### config.mk
export PLATFORM = sky130hd
export DESIGN_NAME = hgf_out_fifo
export DESIGN_NICKNAME = d
export VERILOG_FILES = /design/src/hw/rtl/hgf_pkg.sv /design/src/hw/rtl/hgf_out_fifo.sv
export SDC_FILE = /design/constraint.sdc
export NUM_CORES = 1
export LEC_CHECK = 0
export ABC_AREA = 1
export BUFFER_PORTS_ARGS = -buffer_cell sky130_fd_sc_hd__buf_2
export CAP_MARGIN = 15
export CELL_PAD_IN_SITES_DETAIL_PLACEMENT = 0
export CELL_PAD_IN_SITES_GLOBAL_PLACEMENT = 1
export CORE_MARGIN = 2
export CORE_UTILIZATION = 47
export CTS_CLUSTER_DIAMETER = 40
export DETAILED_ROUTE_END_ITERATION = 7
export HOLD_SLACK_MARGIN = 0.12
export PLACE_DENSITY = 0.86
export SYNTH_ARGS = -nofsm -noshare
export SYNTH_HDL_FRONTEND = slang
export SYNTH_SLANG_ARGS = --single-unit
### constraint.sdc
create_clock -name i_clk -period 6.65 [get_ports i_clk]
set_clock_uncertainty 0.05 [all_clocks]
set_input_delay 1.6625 -clock i_clk [delete_from_list [all_inputs] [get_ports i_clk]]
set_output_delay 1.6625 -clock i_clk [all_outputs]
set_load 0.05 [all_outputs]
### src/hw/rtl/hgf_pkg.sv
// ----------------------------------------------------------------------------
// hgf_pkg
// Shared widths, register indexes and types of the horizontal gradient filter.
// ----------------------------------------------------------------------------
package hgf_pkg;

    localparam int MAX_WIDTH  = 4096;
    localparam int MAX_HEIGHT = 4096;
    localparam int LINE_AW    = $clog2(MAX_WIDTH);

    localparam int PIX_W      = 8;
    localparam int SUM_W      = 10;   // three pixels: up to 765
    localparam int GRAD_W     = 11;
    localparam int COORD_W    = 12;
    localparam int CFG_W      = 13;
    localparam int CFG_IDX_W  = 2;

    localparam logic [CFG_IDX_W-1:0] REG_IMAGE_WIDTH  = CFG_IDX_W'(0);
    localparam logic [CFG_IDX_W-1:0] REG_IMAGE_HEIGHT = CFG_IDX_W'(1);

    localparam logic [COORD_W-1:0] WIDTH_RST_M1  = COORD_W'(640 - 1);
    localparam logic [COORD_W-1:0] HEIGHT_RST_M1 = COORD_W'(480 - 1);

    // Line store word: previous row and the row before it, same column.
    typedef struct packed {
        logic [PIX_W-1:0] row_m1;
        logic [PIX_W-1:0] row_m2;
    } t_line_word;

    localparam int LINE_DW = $bits(t_line_word);

    // Raster position of the beat being accepted.
    typedef struct packed {
        logic [COORD_W-1:0] col;
        logic [COORD_W-1:0] center_x;
        logic [COORD_W-1:0] center_y;
        logic               interior;
        logic               last;
    } t_pos_info;

    typedef struct packed {
        logic signed [GRAD_W-1:0] gradient_raw;
        logic [PIX_W-1:0]         pixel_out;
        logic [COORD_W-1:0]       center_x;
        logic [COORD_W-1:0]       center_y;
        logic                     frame_last;
    } t_result;

endpackage

### src/hw/rtl/hgf_out_fifo.sv
// ----------------------------------------------------------------------------
// hgf_out_fifo
// Two-entry result queue decoupling the window stage from the output ready.
// ----------------------------------------------------------------------------
module hgf_out_fifo
    import hgf_pkg::*;
(
    input  logic       i_clk,
    input  logic       i_rst_n,
    input  logic       i_push,
    input  t_result    i_data,
    input  logic       i_pop,
    output logic       o_valid,
    output t_result    o_data,
    output logic [1:0] o_count
);
    t_result    r_mem [2];
    logic       r_wp, n_wp;
    logic       r_rp, n_rp;
    logic [1:0] r_count, n_count;

    always_comb begin
        n_wp    = i_push ? ~r_wp : r_wp;
        n_rp    = i_pop  ? ~r_rp : r_rp;
        n_count = r_count + 2'(i_push) - 2'(i_pop);
    end

    always_ff @(posedge i_clk) begin
        if (!i_rst_n) begin
            r_wp    <= 1'b0;
            r_rp    <= 1'b0;
            r_count <= '0;
        end else begin
            r_wp    <= n_wp;
            r_rp    <= n_rp;
            r_count <= n_count;
        end
    end

    always_ff @(posedge i_clk) begin
        if (i_push) begin
            r_mem[r_wp] <= i_data;
        end
    end

    assign o_valid = (r_count != 2'd0);
    assign o_data  = r_mem[r_rp];
    assign o_count = r_count;
endmodule

==> run summary <==
outcome -> completed
Final HPWL DP -> 3.56 mm
crit-path leading delay family -> buffers and inverters
Setup Buffers After CTS -> 0
clock tree root buffer cell -> clkbuf_8
WP data arrival -> 1.92 ns
max-slew violation count -> 0
CP Capture Type -> output pin
Final setup viols -> 0
initial antenna violation count -> 0
Max VDD drop -> 0.000162 V
commonest non-fill, non-tap cell in the layout -> buf_2
Max Cap Viol -> 0
Fin. Hold Viols -> 0
P_sw -> 0.339 mW
htree depth -> 3
num ports -> 95
WL final -> 5.63 mm
vias in the first global route -> 1,850
CTS Sinks -> 93
# port buffers -> 94
PD cells -> 299 nW/um2
hold-fix buffers at CTS -> 0
Nets -> 321
Final Cycle Share -> 54.6%
total track usage -> 14.1%
Pwr Total -> 1.30 mW
Post-Syn Area -> 3600 um2
Cell Chain, Critical Path -> buf_4 -> mux2_2 -> buf_2
CP Max Fanout -> 44
Synth Area in Adders -> 0.695%
Cells after Synth -> 169
crit-path max cell delay -> 0.60 ns
Int Pwr -> 0.958 mW
final cell area excluding filler cells -> 4340 um2
die area -> 8380 um2
required time of the critical path -> 4.94 ns
row count -> 31
Worst Tran Pin Value -> 0.958 ns
DR pass1 iterations -> 4
Leakage -> 1.76 nW
startpoint types -> flip-flop
detailed-route vias per instance -> 4.68
post-synthesis simple-gate area fraction -> 1.81%
grt ovf -> 0
Final TNS setup -> 0 ns
syn nets -> 219
core area -> 7330 um2
ratio of cells with drive above 1 in the final layout -> 56.5%
DR iter-0 viols -> 72
min-delay worst type -> reg -> reg
Area Growth Syn to Fin -> 20.4%
total CTS buffers -> 9
Max-slew headroom -> 36.0%
post-synthesis compound-gate area fraction -> 0.139%
buffer and inverter count on the worst path -> 2
RD Place Congestion -> 0.664
Comb pwr share -> 17.1%
largest net degree at the start of global routing -> 45
largest family of logic cells by synthesized area -> multiplexers
mux contribution to synthesized area -> 17.9%
minimum setup slack among reg-to-reg paths -> 4.99 ns
Final Instance Count excl. Fillers -> 375
part of the Yosys area used for sequential elements -> 76.2%
Clock Power Share -> 30.1%
critical path class -> reg -> out
Worst-path clk slew -> 0.08 ns
CTS Buffer Depth -> 2
Setup WS post-layout -> 3.02 ns
Synth Area in XOR/XNOR -> 0%
yosys warns -> 0
CTS tree -> yes
routed length per instance -> 15.0 um
sequential power share -> 52.8%
Post-Place Cells -> 359
clock period minus worst slack -> 3.63 ns
die height -> 91.5 um
Die Wd -> 91.5 um
net switching fraction of the power -> 26.1%
post-synthesis cell type count -> 12
pre-CTS worst setup slack -> 3.37 ns
Slowest cell on crit path -> buf_4
DR DRC count -> 0
total number of vias -> 1,755
remaining antenna violation count -> 0
global-route wire length before repair -> 8.86 mm
synthesized flop and latch total -> 93
most frequent cells in the layout -> 94 x buf_2, 88 x edfxtp_1, 40 x mux2_4
Starting Density -> 49.1%
ant diodes -> 0
Avg Inst Size Synth -> 21.3 um2
Achievable Freq -> 275 MHz
CTS resizes -> 0
Clock Latency Late Sink -> 0.34 ns
DP Area -> 4130 um2
RSZ-0062 raised after global routing -> false
[kinds of logic (layout without fill, tap and decap cells)]
logic type,after synthesis,count (layout)
adder cells (fa/ha/maj),2,2
AND/OR/NAND/NOR,17,17
buffers and inverters,12,119
multiplexers,44,44
flip-flops,93,93
AO/OA/AOI/OAI,1,1
[final timing paths]
kind / start / to / cells after the start
setup / recovery: flip-flop / o_data[43] / 3
setup reg to reg: r_wp / r_mem[0][16] / 2
hold reg to reg: r_rp / flip-flop / 2
hold / removal: r_rp / flip-flop / 2
[power groups by stage]
stage	Sequential (mW)	Clock, mW	Combinational [mW]
global route	0.688	0.428	0.235
floorplan	0.704	0	0.174
finish	0.685	0.391	0.222
detailed placement	0.699	0	0.224
CTS	0.685	0.405	0.225
global placement	0.696	0	0.221
[sequential cells by signal, summed over array words and instances, names as in the netlist, named ones only]
name	cells
r_mem	88
o_count	2
r_rp	1
r_wp	1
[layout make-up]
type | count | area, um2
flip-flops and latches | 93 | 2740
clock inverters | 4 | 72.6
clock buffers | 12 | 135
inverters | 7 | 26.3
well taps | 99 | 124
fillers | 584 | 3000
repair buffers | 96 | 485
multi-input cells | 64 | 748
[per-stage QoR]
| step | util, % | hold WS (ns) |
|---|---|---|
| 6_report | 59.1 | 0.459 |
| 5_1_grt | 59.1 | 0.509 |
| 4_1_cts | 59.1 | 0.460 |
| 3_5_place_dp | 56.3 | 0.438 |
| 3_3_place_gp | 56.3 | 0.428 |
| 2_1_floorplan | - | 0.413 |
[worst register-to-register path, cell delays in order (launching register included)]
cell,delay [ns]
dfxtp_1,0.35
nor2_4,0.44
buf_4,0.47
[per-layer routing]
layer / up-vias / track usage, % / wire (um)
met5: - / 0 / 0
met4: 0 / 7.20 / 113
met3: 11 / 3.90 / 323
met2: 56 / 24.4 / 2910
met1: 840 / 15.8 / 2280
li1: 848 / - / -
[synth_stat cells]
master / instances / area [um2]
edfxtp_1: 88 / 2640
mux2_4: 40 / 601
nand2_1: 9 / 33.8
inv_1: 7 / 26.3
nor2_1: 7 / 26.3
dfxtp_1: 5 / 100
buf_12: 4 / 80.1
mux2_2: 4 / 45.0
ha_1: 2 / 25.0
a21oi_1: 1 / 5.00
buf_6: 1 / 11.3
nand3_1: 1 / 5.00
(Power assumes the default switching activity.)
