[config.mk]
export PLATFORM = sky130hd
export DESIGN_NAME = hgf_window
export DESIGN_NICKNAME = d
export VERILOG_FILES = /design/src/hw/rtl/hgf_pkg.sv /design/src/hw/rtl/hgf_window.sv
export SDC_FILE = /design/constraint.sdc
export NUM_CORES = 1
export LEC_CHECK = 0
export BUFFER_PORTS_ARGS = -buffer_cell sky130_fd_sc_hd__buf_2
export CORE_AREA = 2 2 92 94
export DETAILED_ROUTE_END_ITERATION = 7
export DIE_AREA = 0 0 94 96
export PLACE_DENSITY = 0.75
export SETUP_SLACK_MARGIN = 0.15
export SYNTH_ARGS = -nofsm -noshare
export SYNTH_HDL_FRONTEND = slang
export SYNTH_SLANG_ARGS = --single-unit
[constraint.sdc]
create_clock -name i_clk -period 5.3 [get_ports i_clk]
set_input_delay 1.06 -clock i_clk [delete_from_list [all_inputs] [get_ports i_clk]]
set_output_delay 1.06 -clock i_clk [all_outputs]
set_load 0.1 [all_outputs]
[src/hw/rtl/hgf_pkg.sv]
// ----------------------------------------------------------------------------
// hgf_pkg
// Shared widths, register indexes and types of the horizontal gradient filter.
// ----------------------------------------------------------------------------
package hgf_pkg;

    localparam int MAX_WIDTH  = 4096;
    localparam int MAX_HEIGHT = 4096;
    localparam int LINE_AW    = $clog2(MAX_WIDTH);

    localparam int PIX_W      = 8;
    localparam int SUM_W      = 10;   // three pixels: up to 765
    localparam int GRAD_W     = 11;
    localparam int COORD_W    = 12;
    localparam int CFG_W      = 13;
    localparam int CFG_IDX_W  = 2;

    localparam logic [CFG_IDX_W-1:0] REG_IMAGE_WIDTH  = CFG_IDX_W'(0);
    localparam logic [CFG_IDX_W-1:0] REG_IMAGE_HEIGHT = CFG_IDX_W'(1);

    localparam logic [COORD_W-1:0] WIDTH_RST_M1  = COORD_W'(640 - 1);
    localparam logic [COORD_W-1:0] HEIGHT_RST_M1 = COORD_W'(480 - 1);

    // Line store word: previous row and the row before it, same column.
    typedef struct packed {
        logic [PIX_W-1:0] row_m1;
        logic [PIX_W-1:0] row_m2;
    } t_line_word;

    localparam int LINE_DW = $bits(t_line_word);

    // Raster position of the beat being accepted.
    typedef struct packed {
        logic [COORD_W-1:0] col;
        logic [COORD_W-1:0] center_x;
        logic [COORD_W-1:0] center_y;
        logic               interior;
        logic               last;
    } t_pos_info;

    typedef struct packed {
        logic signed [GRAD_W-1:0] gradient_raw;
        logic [PIX_W-1:0]         pixel_out;
        logic [COORD_W-1:0]       center_x;
        logic [COORD_W-1:0]       center_y;
        logic                     frame_last;
    } t_result;

endpackage

[src/hw/rtl/hgf_window.sv]
// ----------------------------------------------------------------------------
// hgf_window
// Line store read-back stage: shifts the window, writes the rows back and
// forms the gradient of the finished window.
// ----------------------------------------------------------------------------
module hgf_window
    import hgf_pkg::*;
(
    input  logic               i_clk,
    input  logic               i_rst_n,
    input  logic               i_accept,
    input  t_pos_info          i_pos,
    input  logic [PIX_W-1:0]   i_pixel,
    input  t_line_word         i_line_q,
    output logic               o_ram_we,
    output logic [LINE_AW-1:0] o_ram_waddr,
    output t_line_word         o_ram_wdata,
    output logic               o_busy,
    output logic               o_push,
    output t_result            o_result
);
    logic                     r_valid;
    t_pos_info                r_pos;
    logic [PIX_W-1:0]         r_bot;
    // Window kept as column sums: column x-1 and column x-2.
    logic [SUM_W-1:0]         r_sum_c1;
    logic [SUM_W-1:0]         r_sum_c2;
    logic [SUM_W-1:0]         col_sum;
    logic signed [GRAD_W-1:0] grad;

    always_ff @(posedge i_clk) begin
        if (!i_rst_n) begin
            r_valid <= 1'b0;
        end else begin
            r_valid <= i_accept;
        end
    end

    always_ff @(posedge i_clk) begin
        if (i_accept) begin
            r_pos <= i_pos;
            r_bot <= i_pixel;
        end
        if (r_valid) begin
            r_sum_c2 <= r_sum_c1;
            r_sum_c1 <= col_sum;
        end
    end

    always_comb begin
        col_sum = SUM_W'(i_line_q.row_m2) + SUM_W'(i_line_q.row_m1) + SUM_W'(r_bot);
        grad    = $signed({1'b0, r_sum_c2}) - $signed({1'b0, col_sum});
    end

    // write back: current row moves to row y-1, old row y-1 to row y-2
    assign o_ram_we           = r_valid;
    assign o_ram_waddr        = r_pos.col[LINE_AW-1:0];
    assign o_ram_wdata.row_m1 = r_bot;
    assign o_ram_wdata.row_m2 = i_line_q.row_m1;

    assign o_busy = r_valid;
    assign o_push = r_valid && r_pos.interior;

    always_comb begin
        o_result.gradient_raw = grad;
        if (grad[GRAD_W-1]) begin
            o_result.pixel_out = '0;
        end else if (grad[GRAD_W-2:PIX_W] != '0) begin
            o_result.pixel_out = '1;
        end else begin
            o_result.pixel_out = grad[PIX_W-1:0];
        end
        o_result.center_x   = r_pos.center_x;
        o_result.center_y   = r_pos.center_y;
        o_result.frame_last = r_pos.last;
    end
endmodule

==> flow_summary_export.csv <==
group,metric,value,unit
setup_path,critPathCaptureType,"output pin",
yosys,synth_warnings,0,
placed_design,gp_congestion,0.780,
setup_path,crit_path_max_fanout,8,
setup_path,reg2reg_slack,2.67,ns
routing,vias,2334,
yosys,synth-main-ff-cell,"edfxtp_1",
routing,drtPass1Iterations,4,
cells_and_area,diodes,0,
yosys,yosys.area.top_type_share,57.3,%
flow_run,drv_cap,0,
setup_path,cp.arrival,4.81,ns
die,core-area,8050,sq um
die,start_util,42.9,%
yosys,synth.avg_cell_area,13.6,sq um
yosys,synth_edf_count,66,
yosys,async_flop_share,0,%
global_routing,first_global_vias,2312,
outcome,run_status,"finished with violations",
cells_and_area,nets,487,
cts,cts_buffers,9,
yosys,synth.area.top_cells,"edfxtp_1, buf_4, fa_1",
worst_hold_path,holdPathEnd,"r_sum_c2[7]",
setup_path,max_stage_delay,0.52,ns
sta,period_share,111,%
worst_hold_path,hold_class,"reg -> reg",
setup_path,reg2reg_depth,12,
cts,clock_latency,0.33,ns
sta,finalWorstSetupSlack,-0.571,ns
die,ioPinCount,140,
cells_and_area,num-fill-cells,598,
sta,fmax,0.170,GHz
cells_and_area,final_util,61.5,%
setup_path,crit_path_start_kind,"primary input",
routing,avgRoutedWirePerCell,12.7,um
die,die_y,96,um
sta,slew_viol_final,0,
sta,setup_viol,12,
routing,final_antenna_net_count,0,
yosys,netlist_instances,254,
yosys,yosysTopAreaCell,"edfxtp_1",
cts,h-tree-depth,3,
setup_path,crit_required,4.24,ns
yosys,syn-num-nets,344,
worst_hold_path,holdPathStages,0,
yosys,ys_ff_latch,67,
global_routing,grt_pass1_wl,10100,um
sta,grt_setup_unrepaired,"true",
yosys,ys_seq_area_share,57.9,%
placed_design,dp_hpwl,5150,um
setup_path,crit_buf_inv,5,
setup_path,cp_slowest_cell,"fa_1",
setup_path,r2r_start,"r_bot[1]",
die,rows,33,
sta,skew,0.00879,ns
yosys,synth_area,3460,sq um
cts,cts.sinks,67,
routing,drcViolationCount,0,
setup_path,cp_top_family,"adder cells",
setup_path,crit_chain,"buf_6 > inv_2 > fa_1 > inv_1 > ha_2 > fa_2 > a21o_1 > a21oi_2 > xor2_1 > ha_1 > nor2_2 > a21oi_2 > maj3_2 > maj3_2 > xor2_4 > o211ai_4 > buf_12 > a21oi_4 > buf_12",
sta,slew_headroom,36.0,%
routing,drt_iter0_markers,125,
cts,cts_tree,"done",
setup_path,criticalPathCategory,"in -> out",
yosys,ys_types,38,
die,die-area,9020,sq um
cts,cts_buffer_depth,2,
routing,viasPerCell,4.61,
placed_design,portBuffers,139,
global_routing,grt_antenna_before_repair,0,
cells_and_area,drive_above_1_share,59.4,%
cts,root_buffer,"clkbuf_8",
global_routing,grt_start_max_net_pins,48,
worst_hold_path,min_from,"r_sum_c1[7]",
global_routing,gr-total-overflow,0,
die,die_w,94,um
outcome,violations,"setup timing",
routing,drt-total-wl,6420,um
sta,hold_violations,0,
sta,worst_pin_slew,0.959,ns
cts,hold_buffers,0,
cells_and_area,area_growth_syn_to_layout,43.3,%
cts,clk_pin_slew_worst_paths,0.06,ns
global_routing,grt_util_all_layers,14.7,%
sta,period_minus_slack,5.87,ns
setup_path,regToRegEndpoint,"r_sum_c1[7]",
==> layout make-up <==
cell class	count	area, sq um	share of cell area [%]
Sequential cell	67	2000	40.4
Multi-Input combinational cell	112	1260	25.4
Timing Repair Buffer	178	1250	25.3
Tap cell	105	131	2.65
Clock buffer	9	124	2.50
Inverter	29	120	2.42
Clock inverter	6	67.6	1.36
==> cells in the mapped netlist (all sizes together) (2+ instances only) <==
master / n
o211ai: 3
nand2: 2
or3: 3
xnor2: 6
o21a: 4
nor2b: 2
o21ai: 7
maj3: 4
a21oi: 14
edfxtp: 66
or2: 2
buf: 46
xor2: 7
a21o: 4
nor2: 10
and2: 2
nor3: 3
o2111ai: 2
a211oi: 3
inv: 29
ha: 15
nand3b: 2
fa: 10
o31ai: 2
==> cell families after synthesis <==
group | count (synthesis) | share of synthesized area [%]
flip-flops | 67 | 57.9
XOR/XNOR | 13 | 3.51
buffers and inverters | 75 | 13.1
AO/OA/AOI/OAI | 41 | 8.61
adder cells (fa/ha/maj) | 29 | 12.5
AND/OR/NAND/NOR | 29 | 4.38
==> registers in the layout, indices dropped and copies added (netlist names) <==
signal	cells
o_ram_waddr	12
o_busy	1
r_pos	1
r_sum_c2	10
o_result	25
r_bot	8
r_sum_c1	10
==> worst max-delay path by stage <==
stage / startpoint / end / depth (start not counted)
4_1_cts: i_line_q[1] / o_result[25] / 19
2_1_floorplan: i_line_q[9] / o_result[25] / 16
3_5_place_dp: i_line_q[9] / o_result[25] / 18
6_report: i_line_q[1] / o_result[25] / 19
3_3_place_gp: i_line_q[9] / o_result[25] / 18
5_1_grt: i_line_q[1] / o_result[25] / 19
==> timing repair <==
action,in CTS,in global routing
hold endpoints to repair,0,0
pin swaps,18,8
endpoints found under the setup margin,13,14
buffers inserted,4,4
gates resized for setup,11,10
==> worst register-to-register path, stage by stage, from the launching register on <==
cell	delay, ns
edfxtp_1	0.36
inv_1	0.06
fa_1	0.47
inv_1	0.04
ha_2	0.19
fa_2	0.37
a211oi_2	0.27
o21a_1	0.20
buf_4	0.11
o211ai_2	0.10
buf_4	0.17
inv_2	0.07
buf_4	0.10
==> routing by layer <==
metal,global-route usage [%],wire [um]
met1,15.7,2370
met2,24.2,3230
met3,7.05,663
met4,7.61,158
met5,0,0
==> placed cells by master (no fill, tap or decap), types with 3 or more instances in the layout <==
| cell type | n |
|---|---|
| buf_2 | 123 |
| nor2_1 | 9 |
| a21o_1 | 4 |
| o21a_1 | 3 |
| inv_2 | 3 |
| inv_1 | 24 |
| buf_6 | 4 |
| buf_12 | 16 |
| fa_1 | 9 |
| clkinvlp_4 | 3 |
| a21oi_2 | 3 |
| a21oi_4 | 10 |
| maj3_2 | 4 |
| o21ai_1 | 3 |
| xor2_1 | 5 |
| buf_4 | 34 |
| nor3_1 | 3 |
| o21ai_0 | 4 |
| edfxtp_1 | 66 |
| ha_1 | 13 |
| clkbuf_8 | 9 |
| or3_1 | 3 |
==> through the flow <==
stage                     setup TNS, ns  area, sq um  instances  setup WS (ns)  hold slack (ns)
after floorplan                  -10.80         3650        254          -1.21            0.400
after global placement            -7.93         4590        483         -0.800            0.401
after detailed placement          -8.85         4590        483         -0.892            0.407
after CTS                         -6.42         4870        502         -0.620            0.422
after global routing              -8.16         4950        506         -0.752            0.440
final                             -6.04         4950        506         -0.571            0.420
Power is left out: the tool's default activity adds up to more than one toggle a clock period on the data nets, which glitch-free logic cannot reach.
