## config.mk

```make
export PLATFORM = sky130hd
export DESIGN_NAME = hgf_raster_ctrl
export DESIGN_NICKNAME = d
export VERILOG_FILES = /design/src/hw/rtl/hgf_pkg.sv /design/src/hw/rtl/hgf_raster_ctrl.sv
export SDC_FILE = /design/constraint.sdc
export NUM_CORES = 1
export LEC_CHECK = 0
export BUFFER_PORTS_ARGS = -buffer_cell sky130_fd_sc_hd__buf_2
export CAP_MARGIN = 0
export CORE_ASPECT_RATIO = 0.9
export CORE_MARGIN = 2
export CORE_UTILIZATION = 50
export CTS_CLUSTER_SIZE = 16
export DETAILED_ROUTE_END_ITERATION = 7
export GPL_TIMING_DRIVEN = 0
export PLACE_DENSITY = 0.82
export SLEW_MARGIN = 20
export SYNTH_ARGS = -nofsm -noshare
export SYNTH_HDL_FRONTEND = slang
export SYNTH_SLANG_ARGS = --single-unit
```

## constraint.sdc

```tcl
create_clock -name i_clk -period 2.4 [get_ports i_clk]
set_input_delay 0.48 -clock i_clk [delete_from_list [all_inputs] [get_ports i_clk]]
set_output_delay 0.48 -clock i_clk [all_outputs]
set_load 0.005 [all_outputs]
```

## src/hw/rtl/hgf_pkg.sv

```systemverilog
// ----------------------------------------------------------------------------
// hgf_pkg
// Shared widths, register indexes and types of the horizontal gradient filter.
// ----------------------------------------------------------------------------
package hgf_pkg;

    localparam int MAX_WIDTH  = 4096;
    localparam int MAX_HEIGHT = 4096;
    localparam int LINE_AW    = $clog2(MAX_WIDTH);

    localparam int PIX_W      = 8;
    localparam int SUM_W      = 10;   // three pixels: up to 765
    localparam int GRAD_W     = 11;
    localparam int COORD_W    = 12;
    localparam int CFG_W      = 13;
    localparam int CFG_IDX_W  = 2;

    localparam logic [CFG_IDX_W-1:0] REG_IMAGE_WIDTH  = CFG_IDX_W'(0);
    localparam logic [CFG_IDX_W-1:0] REG_IMAGE_HEIGHT = CFG_IDX_W'(1);

    localparam logic [COORD_W-1:0] WIDTH_RST_M1  = COORD_W'(640 - 1);
    localparam logic [COORD_W-1:0] HEIGHT_RST_M1 = COORD_W'(480 - 1);

    // Line store word: previous row and the row before it, same column.
    typedef struct packed {
        logic [PIX_W-1:0] row_m1;
        logic [PIX_W-1:0] row_m2;
    } t_line_word;

    localparam int LINE_DW = $bits(t_line_word);

    // Raster position of the beat being accepted.
    typedef struct packed {
        logic [COORD_W-1:0] col;
        logic [COORD_W-1:0] center_x;
        logic [COORD_W-1:0] center_y;
        logic               interior;
        logic               last;
    } t_pos_info;

    typedef struct packed {
        logic signed [GRAD_W-1:0] gradient_raw;
        logic [PIX_W-1:0]         pixel_out;
        logic [COORD_W-1:0]       center_x;
        logic [COORD_W-1:0]       center_y;
        logic                     frame_last;
    } t_result;

endpackage

```

## src/hw/rtl/hgf_raster_ctrl.sv

```systemverilog
// ----------------------------------------------------------------------------
// hgf_raster_ctrl
// Frame size registers and column/row counters of the incoming raster.
// ----------------------------------------------------------------------------
module hgf_raster_ctrl
    import hgf_pkg::*;
(
    input  logic                 i_clk,
    input  logic                 i_rst_n,
    input  logic                 i_cfg_we,
    input  logic [CFG_IDX_W-1:0] i_cfg_idx,
    input  logic [CFG_W-1:0]     i_cfg_wdata,
    input  logic                 i_accept,
    output t_pos_info            o_pos
);
    logic [COORD_W-1:0] r_wm1, n_wm1;
    logic [COORD_W-1:0] r_hm1, n_hm1;
    logic [COORD_W-1:0] r_col, n_col;
    logic [COORD_W-1:0] r_row, n_row;
    logic               cfg_hit;

    function automatic logic [COORD_W-1:0] clamp_m1(input logic [CFG_W-1:0] v,
                                                    input int unsigned    max_v);
        logic [COORD_W-1:0] res;
        if (v < CFG_W'(3)) begin
            res = COORD_W'(2);
        end else if (v > CFG_W'(max_v)) begin
            res = COORD_W'(max_v - 1);
        end else begin
            res = COORD_W'(v - CFG_W'(1));
        end
        return res;
    endfunction

    always_comb begin
        n_wm1   = r_wm1;
        n_hm1   = r_hm1;
        cfg_hit = 1'b0;
        if (i_cfg_we) begin
            unique case (i_cfg_idx)
                REG_IMAGE_WIDTH: begin
                    n_wm1   = clamp_m1(i_cfg_wdata, MAX_WIDTH);
                    cfg_hit = 1'b1;
                end
                REG_IMAGE_HEIGHT: begin
                    n_hm1   = clamp_m1(i_cfg_wdata, MAX_HEIGHT);
                    cfg_hit = 1'b1;
                end
                default: ;
            endcase
        end
    end

    always_comb begin
        n_col = r_col;
        n_row = r_row;
        if (cfg_hit) begin
            // restart the frame position
            n_col = '0;
            n_row = '0;
        end else if (i_accept) begin
            if (r_col == r_wm1) begin
                n_col = '0;
                n_row = (r_row == r_hm1) ? '0 : r_row + COORD_W'(1);
            end else begin
                n_col = r_col + COORD_W'(1);
            end
        end
    end

    always_ff @(posedge i_clk) begin
        if (!i_rst_n) begin
            r_wm1 <= WIDTH_RST_M1;
            r_hm1 <= HEIGHT_RST_M1;
            r_col <= '0;
            r_row <= '0;
        end else begin
            r_wm1 <= n_wm1;
            r_hm1 <= n_hm1;
            r_col <= n_col;
            r_row <= n_row;
        end
    end

    always_comb begin
        o_pos.col      = r_col;
        o_pos.center_x = r_col - COORD_W'(1);
        o_pos.center_y = r_row - COORD_W'(1);
        o_pos.interior = (r_col >= COORD_W'(2)) && (r_row >= COORD_W'(2));
        o_pos.last     = (r_col == r_wm1) && (r_row == r_hm1);
    end
endmodule

```

==> reports/summary.txt, run 1 <==
Synth Instances: 364
Initial Util: 51.6%
Seq pwr share: 50.9%
Proportion of layout cells with a drive suffix above 1: 29.8%
Clk buf depth: 2
Initial antenna violation count: 0
Most numerous cell in the Yosys netlist: dfxtp_1
Post-DP HPWL: 5.94 mm
Vias in the first global route: 2710
Clock-pin slew on the worst setup and hold paths: 0.09 ns
Gate power share: 14.6%
Post-synth EDFFs: 0
Area growth, synth to finish: 19.6%
Post-synth ARST share: 0%
Clock Latency Late Sink: 0.30 ns
Buffers on Ports: 55
Via/cell ratio: 5.72
Worst EP required: 1.92 ns
P_int: 1.22 mW
Routed WL per cell: 15.4 um
Std cell rows: 27
P_leak: 1.52 nW
Die Wd: 87.7 um
Syn Nets: 391
Setup TNS Final: 0 ns
Critical path capture point type: output pin
Routed Antenna Nets: 0
Vias: 2901
Die height: 79.3 um
Pre-antenna DRT Iters: 4
Rel. slew slack: 58.2%
Fin crit period: 2.33 ns
Num CTS Buffers: 5
Final nets: 448
Dpl ws: 0.0873 ns
Die Area: 6960 um2
Final setup viols: 0
H-tree depth: 2
Post-synth top area cell: dfxtp_1
Detailed router's first-iteration violation count: 129
GPL Wtd Cong: 0.863
Fin. max-slew vios: 0
Io pins: 57
RSZ-0062 raised after global routing: true
Fillcell total: 518
Total global routing overflow: 0
Min-delay worst type: in -> reg
Final WS setup: 0.0687 ns
Status: complete, no violations
Pwr dens: 437 nW/um2
Core area: 6110 um2
CTS tree: yes
Max FO, Critical Path: 8
Final Hold Slack: 0.478 ns
CTS Root Cell: clkbuf_8
Yosys top cell area share: 30.5%
Total GRT Usage: 23.3%
Hold Vio Cnt, Final: 0
Total of max-cap violations: 0
CP Cell Sequence: buf_8, inv_6, ha_4, nand3_2, or3_4, nor3_4, xor2_1, buf_2
Drt drc: 0
Clock sink count: 48
Top post-synthesis cells by area: dfxtp_1 30%, xor2_1 10%, xnor2_1 7.5%, nor2_1 4.3%, buf_6 3.9%
Unique masters post-synth: 47
Net Sw Frac: 25.7%
Synth Flop Type: dfxtp_1
ANT cells: 0
Critical path startpoint category: flop
Power share of the clock group: 34.5%
Cell depth of the worst flop-to-flop path: 5
Seq/Total Area, Yosys: 30.5%
Psw: 423 uW
VDD IR-drop max: 0.000246 V
CP max stage cell: or3_4
Period utilisation layout: 97.1%
Clock Skew: 0.00530 ns
Crit path DAT: 1.85 ns
Seq cells post-synth: 48
Synthesized area: 3150 um2
Syn_area_per_cell: 8.66 um2
Worst path max stage delay: 0.37 ns
Largest net degree at the start of global routing: 14
First-pass GRT wire length: 12.8 mm
Synth warn: 0
Tightest Pin Transition: 0.621 ns
Max Freq: 429 MHz
Hold Path Depth: 3
Total Routed Length: 7.79 mm
Crit Path Class: reg -> out
Synth cell count leaders: 48 x dfxtp_1, 36 x nor2_1, 36 x xor2_1
-- layout make-up --
type	count	area, um2	area share, %
sequential	48	970	25.7
buffer	23	198	5.24
inverter	13	53.8	1.43
timing repair buffer	56	283	7.50
tap	87	109	2.89
clock inverter	1	30.0	0.796
clock buffer	5	68.8	1.82
multi-input combinational	274	2060	54.6
-- power groups by stage --
stage	Sequential [mW]	Clock [mW]	Combinational (mW)
2_1_floorplan	0.851	0	0.154
3_3_place_gp	0.856	0	0.226
3_5_place_dp	0.857	0	0.236
4_1_cts	0.838	0.572	0.237
5_1_grt	0.840	0.594	0.266
6_report	0.838	0.569	0.241
-- sequential cells by signal, summed over array words and instances, names as in the netlist --
name,cells
r_wm1,12
r_hm1,12
r_row,12
r_col,12
-- through the flow --
stage	std cells	total power [mW]	utilization (%)	area (um2)
5_1_grt	507	1.70	61.7	3770
4_1_cts	507	1.65	60.4	3700
3_5_place_dp	506	1.09	57.8	3540
2_1_floorplan	364	1.00	-	3150
3_3_place_gp	506	1.08	57.8	3540
6_report	507	1.65	61.7	3770
-- path summary, 6_finish.rpt --
path	startpoint	end	slack, ns
max	r_row[0]$_SDFFE_PP0P_	o_pos[12]	0.07
min	i_accept	r_col[1]$_SDFFE_PP0P_	0.48
max reg2reg	r_col[9]$_SDFFE_PP0P_	r_row[9]$_SDFFE_PP0P_	0.50
min reg2reg	r_hm1[2]$_SDFFE_PN1P_	r_hm1[2]$_SDFFE_PN1P_	0.52
-- cell usage in the layout (no fill, tap or decap), drive strengths merged, types with 12 or more instances in the layout --
master,synthesis,layout
nand3,15,15
nor2,36,36
dfxtp,48,48
xor2,36,36
xnor2,32,32
nor4,13,13
nand4,14,14
a21oi,12,12
inv,13,13
nand2,24,24
buf,19,75
-- what timing repair did --
action,CTS,global route
buffers inserted,1,0
hold buffers,0,0
pin swaps,3,3
endpoints found under the setup margin,7,6
gates resized for setup,16,21
cloned,0,0
-- cells by family (layout without fill, tap and decap cells) --
kind of cell	after synthesis	after routing	synth area share (%)
adder cells (fa/ha/maj)	8	8	3.17
buffers and inverters	42	98	8.02
AO/OA/AOI/OAI	49	49	11.3
AND/OR/NAND/NOR	147	147	26.3
flip-flops	48	48	30.5
multiplexers	2	2	0.635
XOR/XNOR	68	68	20.1
-- worst max-delay path, delay by kind of cell, from the launching register on --
family	cells	cell delay, ns
and+or+nand+nor	3	0.58
DFF	1	0.34
buffers and inverters	3	0.34
adders and majority gates	1	0.15
xor gates and xnor gates	1	0.14
-- layer usage --
metal | vias up | track usage, % | share of wire (%)
met4 | 0 | 7.23 | 2.2
li1 | 1402 | - | -
met5 | - | 0 | 0
met1 | 1363 | 30.0 | 43
met2 | 123 | 40.1 | 48
met3 | 13 | 3.33 | 6.5
(Power assumes the default switching activity.)
==> run 2: changes to the inputs <==
--- a/config.mk
+++ b/config.mk
@@ -13,7 +13,7 @@
 export CTS_CLUSTER_SIZE = 16
 export DETAILED_ROUTE_END_ITERATION = 7
 export GPL_TIMING_DRIVEN = 0
-export PLACE_DENSITY = 0.82
+export PLACE_DENSITY_LB_ADDON = 0.3
 export SLEW_MARGIN = 20
 export SYNTH_ARGS = -nofsm -noshare
 export SYNTH_HDL_FRONTEND = slang
==> reports/summary.txt, run 2 (synthesis gave the netlist of run 1 again) <==
Tightest Pin Transition: 0.527 ns
Max Freq: 412 MHz
CTS Root Cell: clkbuf_8
GPL Wtd Cong: 0.863
Hold buffers post-CTS: 0
Max FO, Critical Path: 9
Final setup viols: 1
Rel. slew slack: 64.6%
Drt drc: 0
Total Routed Length: 7.65 mm
Total GRT Usage: 21.9%
FF-to-FF Start: r_col[7]$_SDFFE_PP0P_
ANT cells: 0
Period utilisation layout: 101%
Reg2reg setup slack: 0.45 ns
Clock Latency Late Sink: 0.31 ns
Die height: 79.3 um
Hold Vio Cnt, Final: 0
Critical path capture point type: output pin
Pre-antenna DRT Iters: 4
Buffers on Ports: 55
Final cell count without fillers: 512
Vias: 2772
Final WS setup: -0.0249 ns
Proportion of layout cells with a drive suffix above 1: 29.4%
Commonest non-fill, non-tap cell in the layout: buf_2
P_leak: 1.55 nW
Num CTS Buffers: 5
Crit Path Class: reg -> out
Area growth, synth to finish: 20.9%
Core area: 6110 um2
Initial antenna violation count: 0
Clk buf depth: 2
Hold Path Depth: 3
Violated checks: setup timing
Clock sink count: 48
Initial Util: 51.6%
Fin. max-slew vios: 0
Std cell rows: 27
HP Start: i_accept
R2R Path End: r_row[8]$_SDFFE_PP0P_
Worst EP required: 1.92 ns
Clock Skew: 0.0117 ns
Hold EP: r_col[0]$_SDFFE_PP0P_
Critical path startpoint category: flop
Final core occ: 62.3%
Fillcell total: 547
Routed Antenna Nets: 0
Detailed router's first-iteration violation count: 132
H-tree depth: 2
Die Wd: 87.7 um
Status: finished, violations left
Placed cell count: 506
Min-delay worst type: in -> reg
Vias in the first global route: 2563
Pwr dens: 468 nW/um2
Fin crit period: 2.42 ns
Post-DP HPWL: 5.72 mm
RSZ-0062 raised after global routing: true
Crit path DAT: 1.94 ns
Total of max-cap violations: 0
Most frequent cells in the layout: 60 x buf_2, 46 x dfxtp_1, 36 x xor2_1
Total global routing overflow: 0
Die Area: 6960 um2
Routed WL per cell: 14.9 um
Placed inst area: 3540 um2
Final nets: 451
Via/cell ratio: 5.41
First-pass GRT wire length: 12.1 mm
Final Hold Slack: 0.465 ns
CTS tree: yes
Clock-pin slew on the worst setup and hold paths: 0.10 ns
Cell depth of the worst flop-to-flop path: 8
VDD IR-drop max: 0.000242 V
Design area: 3810 um2
Io pins: 57
Largest net degree at the start of global routing: 17
Power Total: 1.78 mW
[run 2: timing repair]
action / CTS / global route
resized for setup: 18 / 16
hold endpoints to repair: 0 / 0
endpoints found under the setup margin: 8 / 9
pin swaps: 1 / 5
buffers inserted: 0 / 3
cloned: 0 / 0
[run 2: power by group]
group | switching, mW | leakage, nW | internal [mW]
Sequential | 0.0194 | 0.391 | 0.818
Clock | 0.288 | 0.0687 | 0.419
Combinational | 0.130 | 1.09 | 0.108
[run 2: through the flow]
| stage | TNS [ns] | worst slack [ns] |
|---|---|---|
| after global placement | 0 | 0.126 |
| after CTS | -0.00227 | -0.00227 |
| after global routing | -0.202 | -0.0962 |
| final | -0.0249 | -0.0249 |
| after floorplan | 0 | 0.319 |
| after detailed placement | 0 | 0.0804 |
[run 2: layout make-up]
cell class / instances / area (um2) / share of cell area [%]
sequential: 48 / 963 / 25.3
buffer: 24 / 198 / 5.19
tap: 87 / 109 / 2.86
clock buffer: 5 / 68.8 / 1.81
multi-input combinational: 274 / 2050 / 53.9
clock inverter: 3 / 68.8 / 1.81
timing repair buffer: 58 / 298 / 7.81
inverter: 13 / 53.8 / 1.41
[run 2: layer usage]
metal	part of all wire, %	wire length [um]	up-vias	track usage, %
met2	47	3620	70	35.9
met1	48	3680	1289	29.5
met5	0	0	-	0
met4	1.2	93	0	7.69
li1	-	-	1405	-
met3	3.3	254	8	2.81
[run 2: worst max path at each step]
stage                                from        end  cells past startpoint
detailed placement  r_row[0]$_SDFFE_PP0P_  o_pos[12]                      8
finish              r_row[2]$_SDFFE_PP0P_  o_pos[13]                      7
CTS                 r_row[1]$_SDFFE_PP0P_  o_pos[12]                      8
global route        r_row[2]$_SDFFE_PP0P_  o_pos[13]                      7
global placement    r_row[0]$_SDFFE_PP0P_  o_pos[12]                      8
floorplan           r_row[0]$_SDFFE_PP0P_  o_pos[12]                      7
[run 2: worst max-delay path, cell delays in order, from the launching register on]
cell	delay [ns]
dfxtp_1	0.31
buf_4	0.17
nor2_4	0.15
nand3_1	0.12
or3_4	0.39
nor4_4	0.17
xor2_1	0.19
buf_2	0.14
